$ cat src/rtl/rtos_ready_and_delay_scheduler_unit_assert.svh
// Assertion macros for the scheduler block.
`ifndef RTOS_READY_AND_DELAY_SCHEDULER_UNIT_ASSERT_SVH
`define RTOS_READY_AND_DELAY_SCHEDULER_UNIT_ASSERT_SVH
`ifndef ASSERT_OFF
`define RRDS_ASSERT_HOLD(lbl, clk, rstn, expr) \
    lbl: assert property (@(posedge clk) disable iff (!rstn) (expr)) \
    else $error("rrds: invariant broken");
`define RRDS_ASSERT_NEXT(lbl, clk, rstn, ante, cons) \
    lbl: assert property (@(posedge clk) disable iff (!rstn) (ante) |=> (cons)) \
    else $error("rrds: sequence broken");
`else
`define RRDS_ASSERT_HOLD(lbl, clk, rstn, expr)
`define RRDS_ASSERT_NEXT(lbl, clk, rstn, ante, cons)
`endif
`endif

$ cat src/rtl/rrds_pkg.sv
// Shared types and constants of the scheduler block.
package rrds_pkg;
    localparam int ID_W   = 8;
    localparam int CNT_W  = 9;
    localparam int PRIO_W = 5;

    localparam logic [2:0] CMD_RADD  = 3'd0;
    localparam logic [2:0] CMD_RREM  = 3'd1;
    localparam logic [2:0] CMD_DINS  = 3'd2;
    localparam logic [2:0] CMD_DREM  = 3'd3;
    localparam logic [2:0] CMD_TICK  = 3'd4;

    typedef enum logic [2:0] {
        OP_NONE,
        OP_RADD,
        OP_RREM,
        OP_DLINK,
        OP_DREM,
        OP_TICK
    } t_op;

    // broadcast from the sequencer to every cell
    typedef struct packed {
        t_op               op;
        logic [ID_W-1:0]   tgt;
        logic [PRIO_W-1:0] prio;
        logic [CNT_W-1:0]  rdy_cnt;
        logic [CNT_W-1:0]  tr_rank;
        logic [CNT_W-1:0]  tr_dpos;
        logic [CNT_W-1:0]  ins_pos;
        logic [CNT_W-1:0]  k;
        logic              dec;
    } t_bcast;

    // running result handed from cell to cell
    typedef struct packed {
        logic              hit_ready;
        logic              hit_delay;
        logic [CNT_W-1:0]  hit_rank;
        logic [CNT_W-1:0]  hit_dpos;
        logic [CNT_W-1:0]  lt_cnt;
        logic [CNT_W-1:0]  z_cnt;
        logic [CNT_W-1:0]  o_cnt;
        logic              best_vld;
        logic [PRIO_W-1:0] best_prio;
        logic [CNT_W-1:0]  best_rank;
        logic [ID_W-1:0]   best_id;
    } t_carry;
endpackage

$ cat src/rtl/rrds_cell.sv
// One task slot: list membership, order keys and its stage of the scan chain.
module rrds_cell #(
    parameter int IDX        = 0,
    parameter int DELAY_BITS = 32
) (
    input  logic                   i_clk,
    input  logic                   i_rst_n,
    input  rrds_pkg::t_bcast       i_bc,
    input  logic [DELAY_BITS-1:0]  i_d,
    input  rrds_pkg::t_carry       i_carry,
    output rrds_pkg::t_carry       o_carry
);
    import rrds_pkg::*;

    logic                  r_in_ready;
    logic                  r_in_delay;
    logic [PRIO_W-1:0]     r_prio;
    logic [CNT_W-1:0]      r_rank;
    logic [CNT_W-1:0]      r_dpos;
    logic [DELAY_BITS-1:0] r_cum;      // cumulative delay from list head
    t_carry                r_carry;
    t_carry                n_carry;
    logic                  me;
    logic [DELAY_BITS-1:0] cum_dec;

    assign me      = (i_bc.tgt == ID_W'(IDX));
    assign cum_dec = i_bc.dec ? (r_cum - DELAY_BITS'(1)) : r_cum;
    assign o_carry = r_carry;

    always_comb begin
        n_carry = i_carry;
        if (me) begin
            n_carry.hit_ready = r_in_ready;
            n_carry.hit_delay = r_in_delay;
            n_carry.hit_rank  = r_rank;
            n_carry.hit_dpos  = r_dpos;
        end
        if (r_in_delay) begin
            if (r_cum < i_d)
                n_carry.lt_cnt = i_carry.lt_cnt + CNT_W'(1);
            if (r_cum == '0)
                n_carry.z_cnt = i_carry.z_cnt + CNT_W'(1);
            if (r_cum == DELAY_BITS'(1))
                n_carry.o_cnt = i_carry.o_cnt + CNT_W'(1);
        end
        if (r_in_ready && (!i_carry.best_vld || r_prio < i_carry.best_prio ||
            (r_prio == i_carry.best_prio && r_rank < i_carry.best_rank))) begin
            n_carry.best_vld  = 1'b1;
            n_carry.best_prio = r_prio;
            n_carry.best_rank = r_rank;
            n_carry.best_id   = ID_W'(IDX);
        end
    end

    always_ff @(posedge i_clk) begin
        r_carry <= n_carry;
    end

    always_ff @(posedge i_clk) begin
        if (!i_rst_n) begin
            r_in_ready <= 1'b0;
            r_in_delay <= 1'b0;
        end else begin
            case (i_bc.op)
                OP_RADD: begin
                    if (me) begin
                        r_in_ready <= 1'b1;
                        r_prio     <= i_bc.prio;
                        r_rank     <= i_bc.rdy_cnt;
                    end
                end
                OP_RREM: begin
                    if (me)
                        r_in_ready <= 1'b0;
                    else if (r_in_ready && r_rank > i_bc.tr_rank)
                        r_rank <= r_rank - CNT_W'(1);
                end
                OP_DLINK: begin
                    if (me) begin
                        r_in_delay <= 1'b1;
                        r_prio     <= i_bc.prio;
                        r_cum      <= i_d;
                        r_dpos     <= i_bc.ins_pos;
                    end else if (r_in_delay && r_dpos >= i_bc.ins_pos) begin
                        r_dpos <= r_dpos + CNT_W'(1);
                    end
                end
                OP_DREM: begin
                    if (me)
                        r_in_delay <= 1'b0;
                    else if (r_in_delay && r_dpos > i_bc.tr_dpos)
                        r_dpos <= r_dpos - CNT_W'(1);
                end
                OP_TICK: begin
                    if (r_in_delay) begin
                        // woken tasks join the ready lists in delay-list order
                        if (cum_dec == '0) begin
                            r_in_delay <= 1'b0;
                            r_in_ready <= 1'b1;
                            r_rank     <= i_bc.rdy_cnt + r_dpos;
                        end else begin
                            r_cum  <= cum_dec;
                            r_dpos <= r_dpos - i_bc.k;
                        end
                    end
                end
                default: ;
            endcase
        end
    end
endmodule

$ cat config.mk
export PLATFORM = sky130hd
export DESIGN_NAME = rrds_cell
export DESIGN_NICKNAME = d
export VERILOG_FILES = /design/src/rtl/rtos_ready_and_delay_scheduler_unit_assert.svh /design/src/rtl/rrds_pkg.sv /design/src/rtl/rrds_cell.sv
export SDC_FILE = /design/constraint.sdc
export NUM_CORES = 1
export LEC_CHECK = 0
export BUFFER_PORTS_ARGS = -buffer_cell sky130_fd_sc_hd__buf_2
export CORE_MARGIN = 10
export CORE_UTILIZATION = 30
export CTS_CLUSTER_DIAMETER = 30
export CTS_CLUSTER_SIZE = 8
export DETAILED_ROUTE_END_ITERATION = 6
export GPL_TIMING_DRIVEN = 0
export PLACE_DENSITY = 0.63
export SLEW_MARGIN = 25
export SYNTH_ARGS = -nofsm -noshare
export SYNTH_HDL_FRONTEND = slang
export SYNTH_SLANG_ARGS = --single-unit
$ cat constraint.sdc
create_clock -name i_clk -period 4.3 [get_ports i_clk]
set_input_delay 0.86 -clock i_clk [delete_from_list [all_inputs] [get_ports i_clk]]
set_output_delay 0.86 -clock i_clk [all_outputs]
set_load 0.01 [all_outputs]
* After elaboration in Yosys (flattened, before gate mapping) *
Index checks and enable logic that the tools add are counted.

cells by class
  add/sub/neg operators = 9
  magnitude comparators = 6
  eq/ne operators = 19
  muxes and demuxes = 32
  reductions and logical operators = 21

operators by type and width
  kind                                                                  number
  32-bit 2-to-1 mux                                                     4
  9-bit 2-to-1 mux                                                      14
  32-bit logical NOT                                                    2
  32-bit one-hot mux with 2 select lines                                1
  9-bit one-hot mux with 3 select lines                                 2
  9-bit by 1-bit adder with 9-bit output, second input constant         4
  32-bit by 1-bit == test with 1-bit output, second input constant      1
  32-bit less-than comparator                                           1
  32-bit by 1-bit subtractor with 32-bit output, second input constant  1
  27-bit 2-to-1 mux                                                     1
  22-bit 2-to-1 mux                                                     1
  2-bit inequality test, second input constant                          11
  20-bit 2-to-1 mux                                                     1
  9-bit > comparator                                                    2
  9-bit by 1-bit subtractor with 9-bit output, second input constant    2
  7-bit AND reduction                                                   2
  5-bit AND reduction                                                   2
  9-bit adder                                                           1
  9-bit greater-or-equal comparator                                     1
  9-bit less-than comparator                                            1
  9-bit subtractor                                                      1
  8-bit logical NOT                                                     1
  3-bit by 2-bit == test with 1-bit output, second input constant       2
  3-bit == test, second input constant                                  2
  13 further kinds                                                      26

word-level totals
  register bits after elaboration = 127
  output and inout bits = 70
  logic and storage cells = 104

* Longest topological paths before layout *
Gate-level depths: netlist (run 1).

  depth after elaboration = 6
  gate-level depth with buffers = 15
  mapped depth without buffers = 12

* Least setup slack after synthesis (run 1) *
No wires, ideal clock.

  path type = input-to-reg
  start point = input i_bc[0] (netlist bit)
  end point = register r_cum[0] (enable)
  library setup time = 432 ps
  arrival time = 4009 ps
  slack = -141 ps
  cell stages on the path = 8
  path through = buf_2 nor3b_2 nand4_1 a211o_1 a211oi_1 a2111o_1 o311ai_1 a21oi_1

on the way
  word-level cells in the longest chain between the ends = 4

ends and longest elaborated chain
  what                             line              text
  start: declaration               rrds_cell.sv:8    input rrds_pkg::t_bcast i_bc,
  32-bit 2-to-1 mux                rrds_cell.sv:27   assign cum_dec = i_bc.dec ? (r_cum - DELAY_BITS'(1)) : r_cum;
  32-bit logical NOT               rrds_cell.sv:97   if (cum_dec == '0) begin
  2-bit inequality test (no line)  --
  5-bit AND reduction (no line)    --
  end signal: assignment           rrds_cell.sv:82   r_cum <= i_d;
  end signal: assignment           rrds_cell.sv:102  r_cum <= cum_dec;
  end: declaration                 rrds_cell.sv:20   logic [DELAY_BITS-1:0] r_cum;

Every way passes these cells.
A chain may end at the register's enable or synchronous reset.

* Worst setup path in the final report (run 1) *
  start point = register r_cum[0]
  end point = register r_cum[14] (enable)

on the way
  word-level cells in the longest chain between the ends = 5

ends and longest elaborated chain
  what                                           line
  32-bit by 1-bit subtractor with 32-bit output  rrds_cell.sv:27
  32-bit 2-to-1 mux *                            rrds_cell.sv:27
  32-bit logical NOT *                           rrds_cell.sv:97
  2-bit inequality test (no line) *              --
  5-bit AND reduction (no line) *                --

Mark *: on every way between the ends. The rest lies on a longest branch, timed or not.

==> results.sh, run 1 <==
export IMPL_start_kind="flip-flop"
export IMPL_setup_viol=0
export IMPL_hpwl_um=23900
export IMPL_fin_worst_skew_ns=0.0103
export IMPL_status="completed"
export IMPL_drive_gt1_frac=0.268
export IMPL_routedWlPerCell_um=17.8
export IMPL_cp_data_required_time_ns=4.49
export IMPL_endpoint_kind="flip-flop"
export IMPL_worstMarginPinSlew_ns=1.02
export IMPL_ir_drop_mv=0.243
export IMPL_port_buffers=234
export IMPL_n_fill_cell=2982
export IMPL_routed_wl_um=29100
export IMPL_postCtsResizedCells=0
export IMPL_critPathMaxStageDelay_ns=0.45
export IMPL_syn_area_um2=8810
export IMPL_synth_edff_count=55
export IMPL_syn_num_nets=1236
export IMPL_globalRouteOverflowTotal=0
export IMPL_criticalPathCategory="reg -> reg"
export IMPL_fmax_mhz=256
export IMPL_drc=0
export IMPL_rows=62
export IMPL_slew_violations=0
export IMPL_cts_sinks=127
export IMPL_root_buffer="clkbuf_16"
export IMPL_hp_class="reg -> reg"
export IMPL_ant_nets=0
export IMPL_place_area_um2=10500
export IMPL_cts_hold_fix_buffers=0
export IMPL_crit_path_cell_trace="clkbuf_1 -> inv_1 -> ha_1 -> and4bb_2 -> nand3_2 -> buf_2 -> o21a_1 -> nor4_1 -> nand4_1 -> o311ai_1 -> a21oi_4 -> buf_8 -> buf_16"
export IMPL_top_layer_used="met5"
export IMPL_syn_inst=974
export IMPL_design_area_um2=11200
export IMPL_die_y_um=191
export IMPL_io_pins=236
export IMPL_final_util=0.387
export IMPL_place_ws_ns=-0.434
export IMPL_grt_first_pass_wirelength_um=44600
export IMPL_wl_met3_um=2280
export IMPL_gp_congestion=0.881
export IMPL_dr_wl_met2_um=13400
export IMPL_drt_initial_drc_count=348
export IMPL_path_clk_slew_ns=0.06
export IMPL_wl_met1_um=12800
export IMPL_grt_setup_unrepaired="no"
export IMPL_cts_setup_buffers=0
export IMPL_grt_pass1_vias=8160
export IMPL_place_inst=1596
export IMPL_p_per_area_nw_per_um2=286
export IMPL_nNetsFinal=1493
export IMPL_vias_per_cell=4.96
export IMPL_syn2layout_area_growth_pct=26.7
export IMPL_fin_ws_ns=0.390
export IMPL_yosysWarnings=0
export IMPL_cap_violations=0
export IMPL_postSynthRegisterBits=127
export IMPL_ys_types=75
export IMPL_vias=8088
export IMPL_antenna_found_initial=4
export IMPL_dr_pass1_iters=6
export IMPL_leakage_uw=0.00490
export IMPL_coreArea_um2=28900
export IMPL_dieArea_um2=36600
export IMPL_ys_flop_type="dfxtp_1"
export IMPL_fin_crit_ns=3.91
export IMPL_path_max_fanout=14
export IMPL_tritoncts="built"
export IMPL_gr_usage_all_layers=0.156
export IMPL_finalHoldViolations=0
export IMPL_synth_avg_cell_area_um2=9.05
export IMPL_synth_seq_area_share=0.351
export IMPL_cts_max_path_buffers=2
export IMPL_period_share=0.909
export IMPL_crit_path_top_delay_cell="o311ai_1"
export IMPL_die_w_um=191
export IMPL_synthArstFlopShare=0
export IMPL_start_util=0.305
export IMPL_slew_headroom=0.311
export IMPL_numCtsBuffers=17
export IMPL_insertion_delay_ns=0.44
export IMPL_grt_max_degree=17
export IMPL_stdcell_count=1631
export IMPL_worstPathArrival_ns=4.10
export IMPL_htree_levels=4
## metal layers
layer / track usage / vias to the layer above
met5: 0 / -
li1: - / 4054
met4: 0.0544 / 2
met3: 0.0470 / 38
met2: 0.256 / 254
met1: 0.191 / 3740
## synth_stat cells, types with 3 or more instances
cell / number / area, µm²
a211o_1: 4 / 35.0
o2111ai_1: 3 / 26.3
nor3_2: 3 / 30.0
nand3_1: 23 / 115
a21oi_1: 34 / 170
a21boi_0: 4 / 30.0
nor4_1: 24 / 150
mux2i_1: 5 / 50.1
o211ai_1: 10 / 75.1
o21ai_0: 74 / 370
nor2b_1: 17 / 106
or2_2: 3 / 18.8
o21a_1: 4 / 30.0
nor2_1: 51 / 191
clkbuf_1: 25 / 93.8
nor4b_1: 4 / 35.0
o221ai_1: 5 / 43.8
or3_1: 5 / 31.3
mux2_2: 29 / 327
nand3b_1: 3 / 22.5
or4_1: 3 / 22.5
inv_1: 91 / 342
xnor2_1: 50 / 438
and2_1: 4 / 25.0
o21bai_1: 3 / 22.5
a2111oi_0: 7 / 61.3
a211oi_1: 11 / 82.6
nor3b_1: 5 / 37.5
ha_1: 94 / 1180
and3_1: 10 / 62.6
xor2_1: 25 / 219
buf_2: 5 / 25.0
nand2_1: 94 / 353
a31oi_1: 3 / 18.8
dfxtp_1: 72 / 1440
o31ai_1: 7 / 52.6
nor3_1: 21 / 105
a21o_1: 5 / 37.5
nand2b_1: 10 / 62.6
edfxtp_1: 55 / 1650
nand4_1: 24 / 150
o31a_1: 3 / 26.3
## cells in the final DEF, fill, tap and decap left out, types with 25 or more instances in the layout
cell type / synthesis / routed
buf_2: 5 / 239
xor2_1: 25 / 25
nor2_1: 51 / 51
mux2_2: 29 / 29
edfxtp_1: 55 / 55
o21ai_0: 74 / 74
inv_1: 91 / 91
ha_1: 94 / 94
xnor2_1: 50 / 50
dfxtp_1: 72 / 72
nand2_1: 94 / 94
a21oi_1: 34 / 33
## power breakdown
part / total [µW] / internal [µW] / leakage (µW) / switching [µW]
clock: 1470 / 895 / 0.000301 / 578
sequential: 1320 / 1300 / 0.00110 / 14.9
combinational: 398 / 184 / 0.00349 / 214
total: 3190 / 2380 / 0.00490 / 808
## kinds of logic (layout without fill, tap and decap cells)
| kind of cell | Yosys count | count (layout) | synth area share |
|---|---|---|---|
| adder cells (fa/ha/maj) | 96 | 96 | 0.138 |
| AO/OA/AOI/OAI | 194 | 194 | 0.141 |
| buffers and inverters | 124 | 394 | 0.0537 |
| AND/OR/NAND/NOR | 324 | 324 | 0.199 |
| XOR/XNOR | 75 | 75 | 0.0746 |
| other | 0 | 3 | 0 |
| flip-flops | 127 | 127 | 0.351 |
| multiplexers | 34 | 34 | 0.0427 |
## final timing paths
path,endpoint,cells past startpoint,from,slack [ns]
worst max-delay path,r_cum[14]$_DFFE_PP_,13,r_cum[0]$_DFFE_PP_,0.39
worst min-delay path,o_carry[17]$_DFF_P_,1,r_prio[0]$_DFFE_PP_,0.52
worst max register to register,r_cum[14]$_DFFE_PP_,13,r_cum[0]$_DFFE_PP_,0.39
worst min register to register,o_carry[17]$_DFF_P_,1,r_prio[0]$_DFFE_PP_,0.52
## state kept, by name, indices dropped and copies added (netlist names)
signal	count
o_carry	70
r_cum	32
r_dpos	9
r_rank	9
r_prio	5
r_in_delay	1
r_in_ready	1
## worst max-delay path, delay by kind of cell (launching register included)
| kind | cells | cell delay, ns |
|---|---|---|
| DFF | 1 | 0.39 |
| and+or+nand+nor | 4 | 1.07 |
| AOI/OAI and AO/OA | 3 | 0.89 |
| buffers and inverters | 5 | 0.97 |
| adders and majority gates | 1 | 0.31 |
## stage by stage
stage / setup TNS [ns] / total power, µW / hold slack (ns)
finish: 0 / 3190 / 0.520
floorplan: 0 / 1550 / 0.441
detailed placement: -1.45 / 1740 / 0.501
global route: 0 / 3340 / 0.544
CTS: 0 / 3240 / 0.527
global placement: -23.75 / 1730 / 0.494
## layout make-up
| type | instances | area [µm²] | area share |
|---|---|---|---|
| diodes | 3 | 7.51 | 0.000673 |
| plain buffers | 33 | 134 | 0.0120 |
| clock buffers | 21 | 503 | 0.0451 |
| clock inverters | 11 | 98.8 | 0.00886 |
| inverters | 91 | 342 | 0.0306 |
| multi-input cells | 723 | 5280 | 0.473 |
| flip-flops and latches | 127 | 3090 | 0.277 |
| well taps | 384 | 480 | 0.0430 |
| repair buffers | 238 | 1230 | 0.110 |
Power figures use the tool's default switching activity.
==> run 2: changes to the inputs <==
- CORE_UTILIZATION: 30 -> 47
- PLACE_DENSITY: 0.63 -> 0.86
==> run 2 against run 1 <==
  * Non-clock buffer count is 2 lower
  * Setup slack improved by 0.0013 ns
  * Fmax about the same
  * Combinational power hardly changed
  * First-iteration DRC count up 67%
  * Sequential share of layout area up 0.50 points
  * Cell area decreased by 1.8%
  * Cell count down 9.2%
  * Routed wire length decreased by 5.8%
  * Critical endpoint unchanged
  * Largest cell class unchanged
==> results.sh, run 2 (synthesized netlist as in run 1, its figures left out) <==
export IMPL_largest_reg_flops=70
export IMPL_period_share=0.909
export IMPL_worstPathArrival_ns=4.08
export IMPL_r2r_setup_slack_ns=0.39
export IMPL_numCtsBuffers=17
export IMPL_cp_data_required_time_ns=4.47
export IMPL_start_util=0.474
export IMPL_holdWs_ns=0.521
export IMPL_final_seq_area_um2=3090
export IMPL_power_uw=3230
export IMPL_ant_nets=0
export IMPL_drt_initial_drc_count=580
export IMPL_die_w_um=157
export IMPL_globalRouteOverflowTotal=0
export IMPL_hpwl_um=22200
export IMPL_port_buffers=234
export IMPL_finalHoldViolations=0
export IMPL_final_util=0.590
export IMPL_fin_crit_ns=3.91
export IMPL_cts_setup_buffers=0
export IMPL_final_common_cell="buf_2"
export IMPL_cts_max_path_buffers=2
export IMPL_cts_hold_fix_buffers=0
export IMPL_grt_first_pass_wirelength_um=42400
export IMPL_routed_wl_um=27400
export IMPL_criticalPathCategory="reg -> reg"
export IMPL_gr_usage_all_layers=0.216
export IMPL_multiInputGateArea_um2=5270
export IMPL_insertion_delay_ns=0.42
export IMPL_leakage_uw=0.00489
export IMPL_wl_met3_um=2620
export IMPL_worstMarginPinSlew_ns=0.947
export IMPL_p_per_area_nw_per_um2=294
export IMPL_ir_drop_mv=0.288
export IMPL_htree_levels=4
export IMPL_grt_max_degree=21
export IMPL_vias=8377
export IMPL_vias_per_cell=5.66
export IMPL_cap_violations=0
export IMPL_drc=0
export IMPL_worstHoldStart="r_prio[4]$_DFFE_PP_"
export IMPL_path_clk_slew_ns=0.06
export IMPL_dr_wl_met2_um=13000
export IMPL_endpoint_kind="flip-flop"
export IMPL_rows=50
export IMPL_status="completed"
export IMPL_syn2layout_area_growth_pct=24.4
export IMPL_r2r_end="r_cum[14]$_DFFE_PP_"
export IMPL_postCtsResizedCells=0
export IMPL_setup_viol=0
export IMPL_grt_setup_unrepaired="no"
export IMPL_tritoncts="built"
export IMPL_nNetsFinal=1491
export IMPL_grt_pass1_vias=8513
export IMPL_antenna_found_initial=5
export IMPL_fmax_mhz=256
export IMPL_hold_path_end="o_carry[21]$_DFF_P_"
export IMPL_path_max_fanout=20
export IMPL_slew_headroom=0.364
export IMPL_routedWlPerCell_um=18.5
export IMPL_r2r_start="r_cum[0]$_DFFE_PP_"
export IMPL_layout_common_cells="239 x buf_2, 94 x nand2_1, 94 x ha_1"
export IMPL_hp_class="reg -> reg"
export IMPL_io_pins=236
export IMPL_start_kind="flip-flop"
export IMPL_gp_congestion=0.949
export IMPL_slew_violations=0
export IMPL_dieArea_um2=24600
export IMPL_root_buffer="clkbuf_16"
export IMPL_dr_pass1_iters=5
export IMPL_coreArea_um2=18600
export IMPL_cts_sinks=127
export IMPL_drive_gt1_frac=0.266
export IMPL_fin_worst_skew_ns=0.00718
export IMPL_crit_path_start="r_cum[0]$_DFFE_PP_"
export IMPL_r2r_cells=11
export IMPL_wl_met1_um=11000
export IMPL_whs_path_depth=1
export IMPL_n_fill_cell=1609
export IMPL_top_layer_used="met5"
export IMPL_die_y_um=157
## run 2: cell count changes in the layout (fill, tap and decap cells not counted), moves of 2 or more
cell / change
inv_4: -3
diode_2: +2
inv_6: +4
clkinv_4: +2
## run 2: layer usage
layer,GRT usage,vias up
met2,0.368,373
met5,0,-
met4,0.0881,4
met3,0.0674,55
met1,0.246,3900
li1,-,4045
## run 2: worst max-delay path: stages, from the launching register on
cell and delay (ns):
edfxtp_1 0.40, clkbuf_1 0.24, inv_1 0.11, ha_1 0.32, and4bb_2 0.38, nand3_2 0.20, nor4_1 0.50, xor2_1 0.12
a2111o_1 0.45, o311ai_1 0.45, a21oi_4 0.25, buf_16 0.23
## run 2: area by class of cell
type | count | area share
Clock inverter | 13 | 0.0137
Clock buffer | 19 | 0.0423
Inverter | 91 | 0.0312
Tap cell | 234 | 0.0267
Sequential cell | 127 | 0.282
Multi-Input combinational cell | 723 | 0.481
Timing Repair Buffer | 236 | 0.110
Buffer | 33 | 0.0122
Antenna cell | 5 | 0.00114
## run 2: power breakdown
part / switching, µW / internal (µW)
Clock: 598 / 915
Combinational: 213 / 184
Sequential: 15.1 / 1300
## run 2: metrics by stage
stage | area, µm² | TNS (ns) | instances | worst slack [ns]
finish | 11000 | 0 | 1481 | 0.391
global route | 11000 | 0 | 1478 | 0.0835
CTS | 10900 | 0 | 1476 | 0.0519
detailed placement | 10300 | -1.23 | 1444 | -0.369
global placement | 10300 | -16.09 | 1442 | -0.475
floorplan | 8810 | 0 | 974 | 0.554
## run 2: how the worst max path moves through the flow
| stage | to | slack [ns] |
|---|---|---|
| after global placement | r_cum[18]$_DFFE_PP_ | -0.48 |
| final | r_cum[14]$_DFFE_PP_ | 0.39 |
| after floorplan | r_cum[0]$_DFFE_PP_ | 0.55 |
| after global routing | r_dpos[7]$_DFFE_PP_ | 0.08 |
| after CTS | r_dpos[7]$_DFFE_PP_ | 0.05 |
| after detailed placement | r_dpos[7]$_DFFE_PP_ | -0.37 |
==> run 3: changes to the inputs <==
- CELL_PAD_IN_SITES_DETAIL_PLACEMENT: unset -> 1
- CELL_PAD_IN_SITES_GLOBAL_PLACEMENT: unset -> 2
- CORE_UTILIZATION: 47 -> 29
- PLACE_DENSITY: 0.86 -> 0.89
- RECOVER_POWER: unset -> 100
==> run 3 against run 2 <==
  * Clock skew increased by 0.0062 ns
  * Routed wire length grew 19%
  * Utilization is 22 points lower
  * Hold slack lost 0.0039 ns
  * Non-clock buffer count up 1
  * Cell area about the same
  * Setup slack worse by 0.096 ns
  * Combinational power hardly changed
  * Fmax is 2.4% lower
  * Clock power shrank 7%
  * Global-route usage shrank 4.8 points
  * Sequential cell count stayed put
  * Critical path type unchanged
==> results.sh, run 3 (synthesized netlist as in run 1, its figures left out) <==
export IMPL_numCtsBuffers=17
export IMPL_cp_data_required_time_ns=4.42
export IMPL_grt_pass1_vias=9092
export IMPL_nNetsFinal=1492
export IMPL_vias=8401
export IMPL_switching_share=0.274
export IMPL_power_frac_comb=0.126
export IMPL_critPathMaxStageDelay_ns=0.58
export IMPL_status="completed"
export IMPL_p_clk_frac=0.452
export IMPL_gp_congestion=0.849
export IMPL_start_kind="flip-flop"
export IMPL_worstHoldStart="r_prio[1]$_DFFE_PP_"
export IMPL_design_area_um2=11000
export IMPL_period_share=0.931
export IMPL_ir_drop_mv=0.260
export IMPL_ant_nets=0
export IMPL_multiInputGateArea_um2=5230
export IMPL_slew_violations=0
export IMPL_n_fill_cell=3584
export IMPL_place_area_um2=10500
export IMPL_r2r_cells=11
export IMPL_criticalPathCategory="reg -> reg"
export IMPL_rows=63
export IMPL_path_max_fanout=18
export IMPL_grt_setup_unrepaired="yes"
export IMPL_start_util=0.296
export IMPL_coreArea_um2=29800
export IMPL_hp_class="reg -> reg"
export IMPL_die_w_um=194
export IMPL_grt_max_degree=19
export IMPL_fin_crit_ns=4.00
export IMPL_worstPathArrival_ns=4.13
export IMPL_crit_path_top_delay_cell="a21oi_4"
export IMPL_largest_reg_flops=70
export IMPL_io_pins=236
export IMPL_grt_first_pass_wirelength_um=50700
export IMPL_holdWs_ns=0.517
export IMPL_syn2layout_area_growth_pct=24.3
export IMPL_slew_headroom=0.0552
export IMPL_fin_worst_skew_ns=0.0134
export IMPL_crit_path_cell_trace="clkbuf_1 -> inv_1 -> ha_1 -> and4bb_2 -> nand3_2 -> a211o_1 -> a211oi_1 -> a2111o_1 -> o311ai_1 -> a21oi_4 -> buf_6"
export IMPL_vias_per_cell=5.12
export IMPL_worstMarginPinSlew_ns=1.40
export IMPL_r2r_setup_slack_ns=0.30
export IMPL_seq_power_share=0.422
export IMPL_hpwl_um=26500
export IMPL_endpoint_kind="flip-flop"
export IMPL_cts_setup_buffers=0
export IMPL_final_seq_area_um2=3090
export IMPL_layout_common_cells="165 x buf_2, 99 x clkbuf_1, 94 x nand2_1, 94 x ha_1, 91 x inv_1"
export IMPL_fmax_mhz=250
export IMPL_routedWlPerCell_um=19.9
export IMPL_root_buffer="clkbuf_16"
export IMPL_final_util=0.368
export IMPL_cap_violations=0
export IMPL_port_buffers=234
export IMPL_leakage_uw=0.00462
export IMPL_place_inst=1601
export IMPL_hold_path_end="o_carry[18]$_DFF_P_"
export IMPL_stdcell_count=1641
export IMPL_p_int_uw=2270
export IMPL_cts_sinks=127
export IMPL_drive_gt1_frac=0.199
export IMPL_insertion_delay_ns=0.44
export IMPL_whs_path_depth=1
export IMPL_p_per_area_nw_per_um2=285
export IMPL_gr_usage_all_layers=0.168
export IMPL_htree_levels=4
export IMPL_switchingPower_uw=857
export IMPL_drc=0
export IMPL_final_common_cell="buf_2"
export IMPL_r2r_end="r_cum[8]$_DFFE_PP_"
export IMPL_routed_wl_um=32700
export IMPL_power_uw=3130
export IMPL_setup_viol=0
export IMPL_globalRouteOverflowTotal=0
export IMPL_r2r_start="r_cum[0]$_DFFE_PP_"
export IMPL_die_y_um=194
export IMPL_path_clk_slew_ns=0.06
export IMPL_antenna_found_initial=12
export IMPL_finalHoldViolations=0
export IMPL_dr_pass1_iters=6
export IMPL_dieArea_um2=37800
export IMPL_tritoncts="built"
export IMPL_drt_initial_drc_count=350
export IMPL_cts_max_path_buffers=2
run 3: changes by cell type in the layout (fill, tap and decap cells not counted), moves of 2 or more:
| cell | change |
|---|---|
| clkinv_2 | +2 |
| inv_6 | -2 |
| and2_0 | +2 |
| clkinv_4 | -2 |
| diode_2 | +3 |
| clkinv_1 | +2 |
| buf_2 | -74 |
| clkbuf_1 | +75 |
run 3: power by group through the flow:
stage,registers [µW],clock network (µW),logic [µW]
global route,1320,1490,449
global placement,1340,0,392
floorplan,1360,0,188
detailed placement,1340,0,409
finish,1320,1410,395
CTS,1320,1440,413
run 3: area by class of cell:
type | instances | share of cell area
sequential | 127 | 0.282
inverter | 91 | 0.0312
multi-input combinational | 723 | 0.477
buffer | 33 | 0.0121
clock inverter | 14 | 0.0106
tap | 390 | 0.0446
antenna | 8 | 0.00183
clock buffer | 18 | 0.0392
timing repair buffer | 237 | 0.101
run 3: how the worst max path moves through the flow:
stage,cells after the start,slack (ns),start,endpoint
2_1_floorplan,8,0.55,i_bc[0],r_cum[0]$_DFFE_PP_
3_3_place_gp,6,-0.51,i_bc[52],r_cum[18]$_DFFE_PP_
3_5_place_dp,15,-0.64,i_bc[61],r_dpos[7]$_DFFE_PP_
4_1_cts,15,0.04,i_bc[61],r_dpos[7]$_DFFE_PP_
5_1_grt,15,-0.02,i_bc[61],r_dpos[7]$_DFFE_PP_
6_report,11,0.30,r_cum[0]$_DFFE_PP_,r_cum[8]$_DFFE_PP_
run 3: layer usage:
layer / global-route usage / vias to the layer above / part of all wire
met1: 0.195 / 4049 / 0.43
met2: 0.289 / 249 / 0.48
met3: 0.0449 / 52 / 0.060
met5: 0 / - / 0.0017
li1: - / 4041 / -
met4: 0.0630 / 10 / 0.025
run 3: per-stage QoR:
step | setup TNS, ns | worst slack, ns
2_1_floorplan | 0 | 0.554
3_3_place_gp | -19.02 | -0.506
3_5_place_dp | -2.29 | -0.641
4_1_cts | 0 | 0.0425
5_1_grt | -0.0207 | -0.0170
6_report | 0 | 0.295
run 3: worst max-delay path, delay by kind of cell, from the launching register on:
family | cells | cell delay, ns
buffers and inverters | 3 | 0.67
and+or+nand+nor | 2 | 0.62
adders and majority gates | 1 | 0.34
AOI/OAI and AO/OA | 5 | 1.67
DFF | 1 | 0.39
run 3: timing repair:
| action | 4_1_cts | 5_1_grt |
|---|---|---|
| resized for setup | 1 | 3 |
| hold buffers | 0 | 0 |
| setup endpoints to repair | 4 | 22 |
